## config.mk

```make
export PLATFORM = sky130hd
export DESIGN_NAME = vau_fifo
export DESIGN_NICKNAME = d
export VERILOG_FILES = /design/src/hw/rtl/vau_fifo.sv
export SDC_FILE = /design/constraint.sdc
export NUM_CORES = 1
export LEC_CHECK = 0
export BUFFER_PORTS_ARGS = -buffer_cell sky130_fd_sc_hd__clkbuf_2
export CORE_MARGIN = 4
export CORE_UTILIZATION = 45
export CTS_BUF_LIST = sky130_fd_sc_hd__clkbuf_16
export DETAILED_ROUTE_END_ITERATION = 8
export GPL_TIMING_DRIVEN = 1
export PLACE_DENSITY_LB_ADDON = 0.25
export SLEW_MARGIN = 0
export SYNTH_ARGS = -nofsm -noshare
export SYNTH_HDL_FRONTEND = slang
export SYNTH_SLANG_ARGS = --single-unit
```

## constraint.sdc

```tcl
create_clock -name clock -period 3.12 [get_ports clock]
set_clock_uncertainty 0.2 [all_clocks]
set_input_delay 0.312 -clock clock [delete_from_list [all_inputs] [get_ports clock]]
set_output_delay 0.312 -clock clock [all_outputs]
set_load 0.02 [all_outputs]
```

## src/hw/rtl/vau_fifo.sv

```systemverilog
// ----------------------------------------------------------------------------
// vau_fifo
// Small register-based queue with push/full and pop/empty sides.
// ----------------------------------------------------------------------------
module vau_fifo #(
   parameter type data_type = logic,
   parameter int  DEPTH     = 4
) (
   input  logic     clock,
   input  logic     reset,
   input  logic     push,
   input  data_type push_data,
   output logic     full,
   input  logic     pop,
   output data_type pop_data,
   output logic     empty
);
   localparam int PW = (DEPTH > 1) ? $clog2(DEPTH) : 1;
   localparam int CW = $clog2(DEPTH + 1);

   data_type        store_ff [0:DEPTH-1];
   logic [PW-1:0]   wr_ptr_ff, wr_ptr_in;
   logic [PW-1:0]   rd_ptr_ff, rd_ptr_in;
   logic [CW-1:0]   cnt_ff, cnt_in;
   logic            do_push, do_pop;

   assign full     = (cnt_ff == CW'(DEPTH));
   assign empty    = (cnt_ff == '0);
   assign do_push  = push && !full;
   assign do_pop   = pop && !empty;
   assign pop_data = store_ff[rd_ptr_ff];

   always_comb begin
      wr_ptr_in = wr_ptr_ff;
      rd_ptr_in = rd_ptr_ff;
      cnt_in    = cnt_ff;
      if (do_push) begin
         wr_ptr_in = (wr_ptr_ff == PW'(DEPTH - 1)) ? '0 : wr_ptr_ff + 1'b1;
      end
      if (do_pop) begin
         rd_ptr_in = (rd_ptr_ff == PW'(DEPTH - 1)) ? '0 : rd_ptr_ff + 1'b1;
      end
      if (do_push && !do_pop) begin
         cnt_in = cnt_ff + 1'b1;
      end else if (do_pop && !do_push) begin
         cnt_in = cnt_ff - 1'b1;
      end
   end

   always_ff @(posedge clock) begin
      if (reset) begin
         wr_ptr_ff <= '0;
         rd_ptr_ff <= '0;
         cnt_ff    <= '0;
      end else begin
         wr_ptr_ff <= wr_ptr_in;
         rd_ptr_ff <= rd_ptr_in;
         cnt_ff    <= cnt_in;
      end
   end

   always_ff @(posedge clock) begin
      if (do_push) begin
         store_ff[wr_ptr_ff] <= push_data;
      end
   end

   a_cnt_bound: assert property (@(posedge clock) disable iff (reset)
      cnt_ff <= CW'(DEPTH))
      else $error("queue count beyond depth");

   a_cnt_grows: assert property (@(posedge clock) disable iff (reset)
      (do_push && !do_pop) |=> (cnt_ff == $past(cnt_ff) + 1'b1))
      else $error("queue count did not follow a lone transfer in");

endmodule

```

# == Yosys cells after proc, flatten, opt, wreduce, memory -nomap -nowiden ==
# Memories as Yosys holds them, arrays and structs flattened. A register that Yosys moved wholly into a read port is not among the register bits.
# Cells that the tools add are included.
# totals
inputBits,5
latch_bits,0
ram_bits,4
rom_bits,0
word_cells,29
n_memories,1
output_inout_bits,3
reg_bits,7
# mem_list
name,depth,width,read_ports,rd_clocked_by_memory_dff,write_ports,line,text
store_ff,4,1,1,1,1,21,data_type store_ff [0:DEPTH-1];
# op_classes
n_mux,8
n_bitwise,0
shifts,0
n_reduce_logical,10
magnitude_cmp,0
add_sub_neg,4
div,0
mul,0
eq_ne,3
# op_table
operator,count
2-to-1 mux 2 bit,4
2-to-1 mux 3 bit,2
"adder 2 x 1 -> 2 bit, second input constant",2
"== test 2 bit, second input constant",2
logical AND 1 bit,4
logical NOT 1 bit,4
"adder 3 x 1 -> 3 bit, second input constant",1
"== test 3 bit, second input constant",1
logical NOT 3 bit,1
"subtractor 3 x 1 -> 3 bit, second input constant",1
2-to-1 mux 1 bit,2
nonzero test 2 bit,1

# == Longest topological paths before layout ==
# logic_depth
depth_word,7
mapped_depth,10
ltp_nobuf,9

# == Least setup slack after synthesis ==
# OpenSTA, ideal clock, no wires.
# synth_path
path_type,reg-to-reg
startpoint,reg cnt_ff[0]
endpoint,reg cnt_ff[2]
path_stages_with_launch,11
period_less_slack_ns,2.291
t_required_ns,2.850
setup_ns,0.070
arrival_time_ns,2.021
path_slack_ns,0.829
n_path_buf,1
path_cell_list,dfxtp_1 -> or3b_1 -> buf_6 -> clkinv_4 -> nor2_2 -> ha_1 -> inv_1 -> fa_1 -> xor2_1 -> or3_1 -> a21oi_1
# synth_between
elab_chain_cells,6
elab_cells_between_ends,15
classes_between,add/sub (2); eq/ne (1); mux (2); reduce/logical (10)
# synth_rtl
element,line,text
from (decl),24,"logic [CW-1:0] cnt_ff, cnt_in;"
from (signal assigned),58,cnt_ff <= cnt_in;
== test 3 bit (*),27,assign full = (cnt_ff == CW'(DEPTH));
named net full,13,"output logic full,"
logical NOT 1 bit (*),29,assign do_push = push && !full;
logical AND 1 bit (*),29,
named net do_push,25,"logic do_push, do_pop;"
logical NOT 1 bit,45,end else if (do_pop && !do_push) begin
logical AND 1 bit,45,
nonzero test 2 bit (no line),-,
# Mark *: on every way through the listed nets, which the timed path passes. The rest lies on a longest branch. The select of a mux whose other input is x is not followed.
# A chain may end at the register's enable or synchronous reset.

# == Final worst setup path ==
# layout_path
startpoint,reg cnt_ff[0]
endpoint,reg cnt_ff[2]
# layout_between
elab_chain_cells,6
elab_cells_between_ends,15
classes_between,add/sub (2); eq/ne (1); mux (2); reduce/logical (10)
# layout_rtl
element,line
== test 3 bit (*),27
logical NOT 1 bit (*),29
logical AND 1 bit (*),29
named net do_push,25
logical NOT 1 bit,45
logical AND 1 bit,45
nonzero test 2 bit (no line),-
# Marks and branches as above.

==> results by group <==
Setup path
  – Worst Path Max Fanout: 7
  – Kind of start point of the critical path: flip-flop
  – WP data required: roughly 3 ns
  – Crit path DAT: 2.44 ns
  – WS Path Type: reg -> reg
  – Crit. End Element: flip-flop
  – R2R depth: 9

Synth
  – Largest area contributor in the netlist: dfxtp_1
  – Syn. warnings: 0
  – Cells after Synth: 55
  – Mapped cell area: around 650 sq um
  – Ys async rst share: 0%
  – Post-synth top area share: 27.9%
  – Post-synth top cells: 9 x dfxtp_1, 6 x ha_1, 4 x and3_1, 4 x edfxtp_1
  – Seq/Total Area, Yosys: between 40 and 50%
  – Cell variety after synth: 24
  – Count of state elements after synthesis: 13
  – Top_reg_cell synth: dfxtp_1
  – Synthesized area per cell: 11.7 sq um
  – Ranking of synthesized cells by area: dfxtp_1 28%, edfxtp_1 19%, ha_1 12%, and3_1 3.9%, o31ai_2 3.9%
  – EDFF count, synth: 4
  – Synth Net Count: 67
  – Count leader, synth: dfxtp_1

CTS
  – # H-tree levels: 1
  – Clock latency on the worst-skew pair: 0.23 ns
  – Number of gates resized after cts: 0
  – CTS buffer count: 3
  – CTS tree: built
  – CTS sink cnt: 13
  – CTS Buffer Depth: 2
  – CTS root buf: clkbuf_16
  – CTS clk-pin slew, worst paths: ~0.04 ns
  – Post-CTS setup buffer count: 0
  – CTS Hold Bufs: 0

Floorplanning
  – Std-Cell Rows: 13
  – Starting Density: between 40 and 50%
  – Die height: 45.9 microns
  – Die ar.: 2100 sq um
  – Total I/O pin count: 8
  – Core area: 1330 sq um
  – Die X: 45.9 microns

STA
  – Final setup fails: 0
  – Final worst setup slack: approximately 0.64 ns
  – Crit share post-route: 79.3%
  – Slew HR: between 70% and 80%
  – Final Hold Viols: 0
  – Period minus WS final: 2.48 ns
  – Final Max Slew Viols: 0
  – Max Fclk: 0.404 GHz
  – Slew at the pin with the worst max-slew slack: 0.397 ns
  – RSZ-0062 raised after global routing: no
  – Setup TNS: 0 ns

Cells and area
  – Fin nets: a little under 80
  – Ant diodes: 0
  – Layout cells sized above 1: 26.6%
  – Multi-input gate area: 293 sq um
  – Final Non-Filler Cells: between 70 and 80
  – FF/Latch Area: 300 sq um
  – Synth-to-Final Area Change: 18.4%
  – Layout filler cell count: 118
  – Final instance area: ~760 sq um

Outcome
  – Status: finished, final reports clean

Pwr
  – PD cells: 890 nW/um^2
  – Lkg Pwr: roughly 0.35 nW
  – Worst VDD drop: 0.000476 V
  – Power Total: 0.680 mW

Route
  – Routed wire length per instance: 11.9 microns
  – Post-DRT Antenna Nets: 0
  – DR DRC count: 0
  – First drt pass iteration count: 3
  – Total wire length: approximately 940 microns
  – Starting DRT DRC Count: 3
  – Routed vias/inst: 5.11
  – Total number of vias: between 400 and 500

Place
  – Placed instance area: 684 sq um
  – Hpwl dp: about 760 microns
  – Dpl ws: 0.646 ns
  – Buffers on Ports: 7
  – Routability Congestion: 0.686
  – Inst Count DP: 75

Job
  – Max-cap violations: 0

Global route
  – Total track usage: about a tenth
  – Global route overflow: 0
  – Pin count of the biggest net entering global routing: 9
  – Vias in the first global route: 385
  – Initial antenna violation count: 0
  – First-pass GRT wire length: 1540 microns

Min path
  – Hold Crit Class: in -> reg
  – Hold Path Depth: 1
## power by group
| group | switching, mW | total [mW] | internal (mW) |
|---|---|---|---|
| clock | 0.0648 | 0.235 | 0.170 |
| sequential | 0.0347 | 0.248 | 0.213 |
| combinational | 0.106 | 0.198 | 0.0914 |
| total | 0.206 | 0.680 | 0.475 |
## cell families after synthesis
logic type	after synthesis	synth area share, %
DFF	13	46.5
AOI/OAI and AO/OA	7	7.75
buffers and inverters	7	8.14
and+or+nand+nor	16	13.6
muxes	3	6.59
adders and majority gates	7	14.7
xor gates and xnor gates	2	2.71
## placed cells by master (no fill, tap or decap), drive strengths merged, types with 2 or more instances in the layout
| cell type | Yosys | routed |
|---|---|---|
| o21ai | 2 | 2 |
| dfxtp | 9 | 9 |
| a21oi | 3 | 3 |
| edfxtp | 4 | 4 |
| and3 | 4 | 4 |
| or3 | 2 | 2 |
| o31ai | 2 | 2 |
| clkinv | 1 | 2 |
| xor2 | 2 | 2 |
| inv | 3 | 3 |
| nor3 | 2 | 2 |
| mux2i | 2 | 2 |
| clkbuf | 1 | 10 |
| nand3 | 2 | 2 |
| nor2 | 4 | 4 |
| ha | 6 | 6 |
## routing by layer
metal,GRT usage [%],wire [microns],vias to the layer above
li1,-,-,210
met1,12.8,440,186
met2,16.5,445,6
met3,1.19,33,2
met4,6.82,22,0
met5,0,0,-
## critical path, stage by stage (launching register included)
cell	delay [ns]
dfxtp_1	0.44
or3b_1	0.31
clkinv_4	0.09
nor2_2	0.13
ha_1	0.20
inv_1	0.06
fa_1	0.37
xor2_1	0.15
or3_1	0.31
a21oi_1	0.14
## final timing paths
path | start | endpoint | slack (ns)
setup / recovery | cnt_ff[0] | cnt_ff[2] | 0.64
hold / removal | push_data | store_ff[3] | 0.1
setup reg to reg | cnt_ff[0] | cnt_ff[2] | 0.64
hold reg to reg | rd_ptr_ff[0] | rd_ptr_ff[0] | 0.30
## through the flow
step                      util [%]  hold WS, ns
after global placement        51.3        0.289
final                         57.3       0.0987
after global routing          57.3       0.0963
after floorplan                  -        0.211
after detailed placement      51.3        0.297
after CTS                     57.3       0.0973
## cell type report
class                   count  area share, %
clock inverters             1          0.655
repair buffers              7           4.58
flip-flops and latches     13           39.3
multi-input cells          35           38.3
clock buffers               3           9.82
well taps                  15           2.45
inverters                   5           4.91
No activity file was read; power rests on OpenSTA's default activity.
