## src/hw/rtl/vau_pkg.sv

```systemverilog
// ----------------------------------------------------------------------------
// vau_pkg
// Types, operation codes and shared helpers of the vector arithmetic unit.
// ----------------------------------------------------------------------------
package vau_pkg;

   localparam int FRAC_BITS_DEFAULT = 16;

   typedef logic signed [31:0] fix_type;

   typedef enum logic [3:0] {
      OP_ADD       = 4'd0,
      OP_SUB       = 4'd1,
      OP_NEGATE    = 4'd2,
      OP_SCALE     = 4'd3,
      OP_LENGTH    = 4'd4,
      OP_NORMALIZE = 4'd5,
      OP_DISTANCE  = 4'd6,
      OP_DOT       = 4'd7,
      OP_CROSS     = 4'd8
   } op_type;

   typedef struct packed {
      logic [3:0] req_type;
      fix_type    a_x;
      fix_type    a_y;
      fix_type    a_z;
      fix_type    b_x;
      fix_type    b_y;
      fix_type    b_z;
      fix_type    scale_factor;
   } request_type;

   typedef struct packed {
      fix_type r_x;
      fix_type r_y;
      fix_type r_z;
      fix_type scalar_out;
      logic    overflow;
   } response_type;

   // Item as classified by the front end. For add, subtract, negate and
   // distance the a vector already holds the saturated componentwise result.
   typedef struct packed {
      op_type           op;
      logic [2:0][31:0] a;
      logic [2:0][31:0] b;
      logic [31:0]      s;
      logic             ov;
   } work_type;

   // Sideband that travels with an item through the back end.
   typedef struct packed {
      op_type           op;
      logic [2:0][31:0] a;
      logic [2:0][31:0] r;
      logic [31:0]      sc;
      logic [31:0]      len;
      logic             ov;
   } side_type;

   typedef struct packed {
      logic        ov;
      logic [31:0] value;
   } sat_type;

   // Clamps a wide signed value to the 32-bit range.
   function automatic sat_type sat_fix(input logic signed [65:0] v);
      sat_type res;
      res.ov    = !((v[65:31] == '0) || (v[65:31] == '1));
      res.value = v[31:0];
      if (res.ov) begin
         res.value = v[65] ? 32'h8000_0000 : 32'h7FFF_FFFF;
      end
      return res;
   endfunction

endpackage

```

## src/hw/rtl/vau_front.sv

```systemverilog
// ----------------------------------------------------------------------------
// vau_front
// Front end: takes requests, decodes the operation and resolves the
// componentwise add, subtract, negate and distance differences.
// ----------------------------------------------------------------------------
module vau_front (
   input  logic                 clock,
   input  logic                 reset,
   input  logic                 req_push,
   input  vau_pkg::request_type req_data,
   output logic                 req_full,
   output logic                 work_push,
   output vau_pkg::work_type    work_data,
   input  logic                 work_full
);
   import vau_pkg::*;

   logic             valid_ff, valid_in;
   work_type         work_ff, work_in;
   logic             advance;
   logic             accept;
   logic [2:0][31:0] va, vb;
   logic signed [65:0] x, y, sum;
   sat_type          sat;

   assign advance   = !valid_ff || !work_full;
   assign req_full  = !advance;
   assign accept    = req_push && advance;
   assign work_push = valid_ff && !work_full;
   assign work_data = work_ff;

   always_comb begin
      va = {req_data.a_z, req_data.a_y, req_data.a_x};
      vb = {req_data.b_z, req_data.b_y, req_data.b_x};
      work_in.op = op_type'(req_data.req_type);
      work_in.a  = va;
      work_in.b  = vb;
      work_in.s  = req_data.scale_factor;
      work_in.ov = 1'b0;
      for (int i = 0; i < 3; i++) begin
         x   = (work_in.op == OP_NEGATE) ? 66'sd0 : 66'($signed(va[i]));
         y   = (work_in.op == OP_NEGATE) ? 66'($signed(va[i])) : 66'($signed(vb[i]));
         sum = (work_in.op == OP_ADD) ? x + y : x - y;
         sat = sat_fix(sum);
         if (work_in.op inside {OP_ADD, OP_SUB, OP_NEGATE, OP_DISTANCE}) begin
            work_in.a[i] = sat.value;
            work_in.ov   = work_in.ov | sat.ov;
         end
      end
      valid_in = accept ? 1'b1 : (work_push ? 1'b0 : valid_ff);
   end

   always_ff @(posedge clock) begin
      if (reset) begin
         valid_ff <= 1'b0;
      end else begin
         valid_ff <= valid_in;
      end
   end

   always_ff @(posedge clock) begin
      if (accept) begin
         work_ff <= work_in;
      end
   end

endmodule

```

## config.mk

```make
export PLATFORM = sky130hd
export DESIGN_NAME = vau_front
export DESIGN_NICKNAME = d
export VERILOG_FILES = /design/src/hw/rtl/vau_pkg.sv /design/src/hw/rtl/vau_front.sv
export SDC_FILE = /design/constraint.sdc
export NUM_CORES = 1
export LEC_CHECK = 0
export ABC_CLOCK_PERIOD_IN_PS = 37100
export BUFFER_PORTS_ARGS = -buffer_cell sky130_fd_sc_hd__buf_2
export CAP_MARGIN = 20
export CORE_ASPECT_RATIO = 1.75
export CORE_MARGIN = 2
export CORE_UTILIZATION = 50
export DETAILED_ROUTE_END_ITERATION = 8
export HOLD_SLACK_MARGIN = 0.02
export PLACE_DENSITY = 0.83
export SETUP_SLACK_MARGIN = 0.4
export SYNTH_ARGS = -nofsm -noshare
export SYNTH_HDL_FRONTEND = slang
export SYNTH_SLANG_ARGS = --single-unit
```

## constraint.sdc

```tcl
create_clock -name clock -period 37.1 [get_ports clock]
set_input_delay 5.565 -clock clock [delete_from_list [all_inputs] [get_ports clock]]
set_output_delay 5.565 -clock clock [all_outputs]
set_load 0.02 [all_outputs]
```

# [Word-level counts from Yosys, hierarchy flattened]
# Cells that the tools add are included.
[op_classes] add_sub_neg=6 n_eq_ne=6 n_mux=23 bitwise=2 n_reduce_logical=18
[op_table] cell="66-bit 2-to-1 mux" count=9
[op_table] cell="32-bit 2-to-1 mux" count=9
[op_table] cell="66-bit adder" count=3
[op_table] cell="66-bit subtractor" count=3
[op_table] cell="35-bit == test, second input constant" count=3
[op_table] cell="35-bit zero test" count=3
[op_table] cell="1-bit zero test" count=6
[op_table] cell="1-bit 2-to-1 mux" count=5
[op_table] cell="4-bit by 1-bit == test with 1-bit output, second input constant" count=1
[op_table] cell="4-bit by 2-bit == test with 1-bit output, second input constant" count=1
[op_table] cell="4-bit by 3-bit == test with 1-bit output, second input constant" count=1
[op_table] cell="4-bit zero test" count=1
[op_table] cell="1-bit logical OR" count=4
[op_table] cell="4-bit nonzero test" count=1
[op_table] cell="1-bit logical AND" count=2
[op_table] cell="1-bit bitwise OR" count=2
[op_table] cell="2-bit nonzero test" count=1
[word_totals] reg_bits=230 input_bits=232 out_inout_bits=231 word_cells=65

# [Logic depth before layout (Yosys ltp)]
[depth] ltp_word=12 ltp_mapped=43 depth_no_buf=30

# [Worst setup path before layout]
# No wires, ideal clock.
[synth_path] path_kind="input-to-reg" startpoint="in work_full" endpoint="reg work_ff (netlist bit work_data[0]), enable pin" setup_ns=0.844 arrival_ns=15.816 required_ns=36.256 slack_ns=20.439 cell_stages=2 path_buffers=0 path_cell_list="and2_1 nor2b_1"
[synth_via] elab_chain_len=3
[synth_rtl] item="start, declared" line="vau_front.sv:14" source="input logic work_full"
[synth_rtl] item="1-bit zero test" line="vau_front.sv:26" source="assign advance = !valid_ff || !work_full;"
[synth_rtl] item="1-bit logical OR" line="vau_front.sv:26"
[synth_rtl] item="1-bit logical AND" line="vau_front.sv:28" source="assign accept = req_push && advance;"
[synth_rtl] item="named net accept" line="vau_front.sv:21" source="logic accept;"
[synth_rtl] item="end signal, assigned" line="vau_front.sv:63" source="work_ff <= work_in;"
[synth_rtl] item="end, declared" line="vau_front.sv:19" source="work_type work_ff, work_in;"
# The timed path passes the listed nets, and every way through them passes these cells.
# A chain may end at the register's enable or synchronous reset.

==> results.json <==
{
  "grt_overflow": 0,
  "cts_buffers": 24,
  "drtIter0Drc": 2758,
  "io_buffers": 462,
  "synth-simple-area-share": 0.2450,
  "synth_area_per_cell_sq_um": 7.800,
  "syn2layout_area_growth_pct": 12.10,
  "drc": 0,
  "rows": 114,
  "synth_xor_area_frac": 0.07804,
  "dieWidth_microns": 182.3,
  "syn_inst": 3568,
  "grt_usage": 0.3636,
  "crit_required_ps": 37510,
  "antenna_found_initial": 11,
  "grt_pass1_wl_microns": 164600,
  "routed_wl_microns": 108600,
  "multi_input_area_sq_um": 19850,
  "max_slew.worst_pin.slew_ps": 1091,
  "vias": 30370,
  "p_sw_mw": 0.4947,
  "io_pins": 463,
  "swShare": 0.4338,
  "dp.cells": 4549,
  "synth-compound-area-share": 0.2522,
  "ant_nets": 0,
  "cap_viol_max_count": 0,
  "share_seq_of_total_power": 0.278,
  "slew_violations": 0,
  "cts_sinks": 230,
  "slowest_stage": "nor2b_1",
  "muxShareOfSynthArea": 0.03718,
  "start_kind": "input port",
  "yosysSeqAreaShare": 0.2478,
  "first_pass_iters": 8,
  "timing_worst_setup_path_type": "in2reg",
  "place_hpwl_microns": 85210,
  "p_leak_nw": 12.50,
  "core_area_sq_um": 55200,
  "fin_cells": 4601,
  "fmax_ghz": 0.06544,
  "cts_tree": "built",
  "end_kind": "flop",
  "synth_enable_flop_cells": 229,
  "ctsResizeCount": 0,
  "finalInstanceArea_sq_um": 31200,
  "tns_ps": 0,
  "period_minus_slack_ps": 15280,
  "fillers": 5303,
  "power_density_nw_per_um2": 36.55,
  "max-vdd-ir-drop_mv": 0.03571,
  "dpl_cell_area_sq_um": 30390,
  "cts_root_buf": "clkbuf_16",
  "synthArstFlopShare": 0,
  "period_share": 0.4119,
  "synth_top_family_by_area": "compound AO/OA/AOI/OAI gates",
  "synth_fa_ha_area_frac": 0.09881,
  "finalPower_mw": 1.140,
  "initial_core_util": 0.5042,
  "clkPwrFrac": 0.215,
  "setup_viol": 0,
  "synth_area_leaders": "edfxtp_1 25%, ha_1 9.7%, a21oi_1 6.8%, o21ai_0 5.1%, nor2_1 5.0%",
  "relSlewSlack": 0.2709,
  "arrival_ps": 15690,
  "status": "finished clean",
  "rsz0062_at_grt": "false",
  "pwr-share-comb": 0.507,
  "cts_setup_buffers": 0,
  "clk_pin_slew_ps": 70,
  "clkLatencyLatePin_ps": 580,
  "synthDistinctLibCells": 102,
  "place.gp.congestion": 1.078,
  "grt_pass1_vias": 29550,
  "die-area_sq_um": 57640,
  "hold_viol_final": 0,
  "wl_per_cell_microns": 23.60,
  "ys_warn_count": 0,
  "p_int_mw": 0.6455,
  "drive_gt1_frac": 0.1555,
  "crit_fanout": 50,
  "die_y_microns": 316.1,
  "hold_class": "reg2reg",
  "syn_nets": 4018,
  "syn_area_sq_um": 27830,
  "skew_ps": 23.26,
  "slowest_delay_ps": 850,
  "ff_latch_area_sq_um": 6897,
  "grt_max_degree": 66,
  "ys.flop_type": "edfxtp_1",
  "synth_seq_cells": 230,
  "clock_path_buffers": 3,
  "via_per_inst": 6.600,
  "synth_top_area_cell": "edfxtp_1",
  "cts_max_level": 1,
  "final_nets": 4331,
  "netlist.area_leader.share": 0.2471,
  "cts_hold_buf": 0
}
registers in the layout (all words and copies together), names as in the netlist:
name and cells:
work_data 229, valid_ff 1
kinds of logic after synthesis:
| logic type | Yosys count |
|---|---|
| xor gates and xnor gates | 248 |
| DFF | 230 |
| AOI/OAI and AO/OA | 1142 |
| and+or+nand+nor | 1365 |
| buffers and inverters | 262 |
| adders and majority gates | 218 |
| muxes | 103 |
cell usage after synthesis, drive strengths merged (71+ instances only):
library cell  instances
nand2               321
nand4                92
buf                  82
o21ai               345
ha                  215
a21oi               383
and2                130
clkbuf              127
nor2                369
nand3                71
a21o                 71
edfxtp              229
xnor2               146
xor2                102
nor3                162
mux2i               100
metrics by stage:
step                      hold WS (ps)  utilization  worst slack, ps
after detailed placement         662.3       0.5506            21640
after global placement           641.0       0.5501            21360
final                            668.9       0.5652            21820
after CTS                        674.3       0.5644            22200
after floorplan                  683.1            -            20440
after global routing             709.7       0.5650            21040
power groups by stage:
| stage | logic, mW | registers (mW) | clock network [mW] |
|---|---|---|---|
| 2_1_floorplan | 0.371 | 0.352 | 0 |
| 3_3_place_gp | 0.555 | 0.323 | 0 |
| 3_5_place_dp | 0.557 | 0.323 | 0 |
| 4_1_cts | 0.561 | 0.318 | 0.250 |
| 5_1_grt | 0.622 | 0.319 | 0.255 |
| 6_report | 0.578 | 0.317 | 0.245 |
area by class of cell:
type,instances,area share
tap,696,0.02791
timing repair buffer,496,0.08321
inverter,53,0.006376
multi-input combinational,3076,0.6363
clock inverter,13,0.004652
clock buffer,29,0.01985
sequential,230,0.2210
antenna,8,0.0006416
worst max-delay path: cells and delay by family:
kind / cells / cell delay [ps]
compound gates: 13 / 3310
fa+ha+maj: 2 / 650
buf+inv: 5 / 2310
simple gates: 12 / 3740
cell usage in the layout (no fill, tap or decap), types with 9 or more instances in the layout:
| master | instances |
|---|---|
| nand3_1 | 71 |
| o41ai_1 | 10 |
| a21oi_1 | 378 |
| o211ai_1 | 30 |
| inv_1 | 53 |
| clkbuf_16 | 24 |
| a2111oi_0 | 14 |
| nand2b_1 | 17 |
| and4_1 | 10 |
| nor2b_1 | 19 |
| a21o_1 | 70 |
| and3_1 | 23 |
| o22ai_1 | 11 |
| or2_2 | 14 |
| ha_1 | 215 |
| buf_2 | 462 |
| and2_1 | 129 |
| nand4_1 | 88 |
| or3_1 | 27 |
| o21ai_0 | 284 |
| edfxtp_1 | 229 |
| a211oi_1 | 32 |
| nor4_1 | 40 |
| a211o_1 | 16 |
| a31oi_1 | 28 |
| o31ai_1 | 24 |
| nor2_1 | 369 |
| nor3_1 | 158 |
| o21ai_1 | 61 |
| nand3b_1 | 9 |
| or4_1 | 17 |
| o21a_1 | 41 |
| xnor2_1 | 146 |
| o21bai_1 | 29 |
| buf_4 | 31 |
| mux2i_1 | 100 |
| nand2_1 | 321 |
| xor2_1 | 101 |
worst paths after layout:
| check | start | to | slack [ps] | cells past startpoint |
|---|---|---|---|---|
| hold / removal | valid_ff$_SDFFE_PP0P_ | valid_ff$_SDFFE_PP0P_ | 670 | 3 |
| setup reg to reg | valid_ff$_SDFFE_PP0P_ | work_data[54]$_DFFE_PP_ | 34090 | 4 |
| hold reg to reg | valid_ff$_SDFFE_PP0P_ | valid_ff$_SDFFE_PP0P_ | 670 | 3 |
| setup / recovery | req_data[227] | work_data[185]$_DFFE_PP_ | 21820 | 32 |
per-layer routing:
metal  vias to the layer above  global-route usage  wire (microns)  part of all wire
li1                      13970                   -               -                 -
met1                     14340              0.3911           38340              0.35
met2                      1567              0.6334           52600              0.48
met3                       484             0.08131            9392             0.087
met4                        10              0.2546            8154             0.075
met5                         -                   0              71           0.00065
No activity file was read; power rests on OpenSTA's default activity.
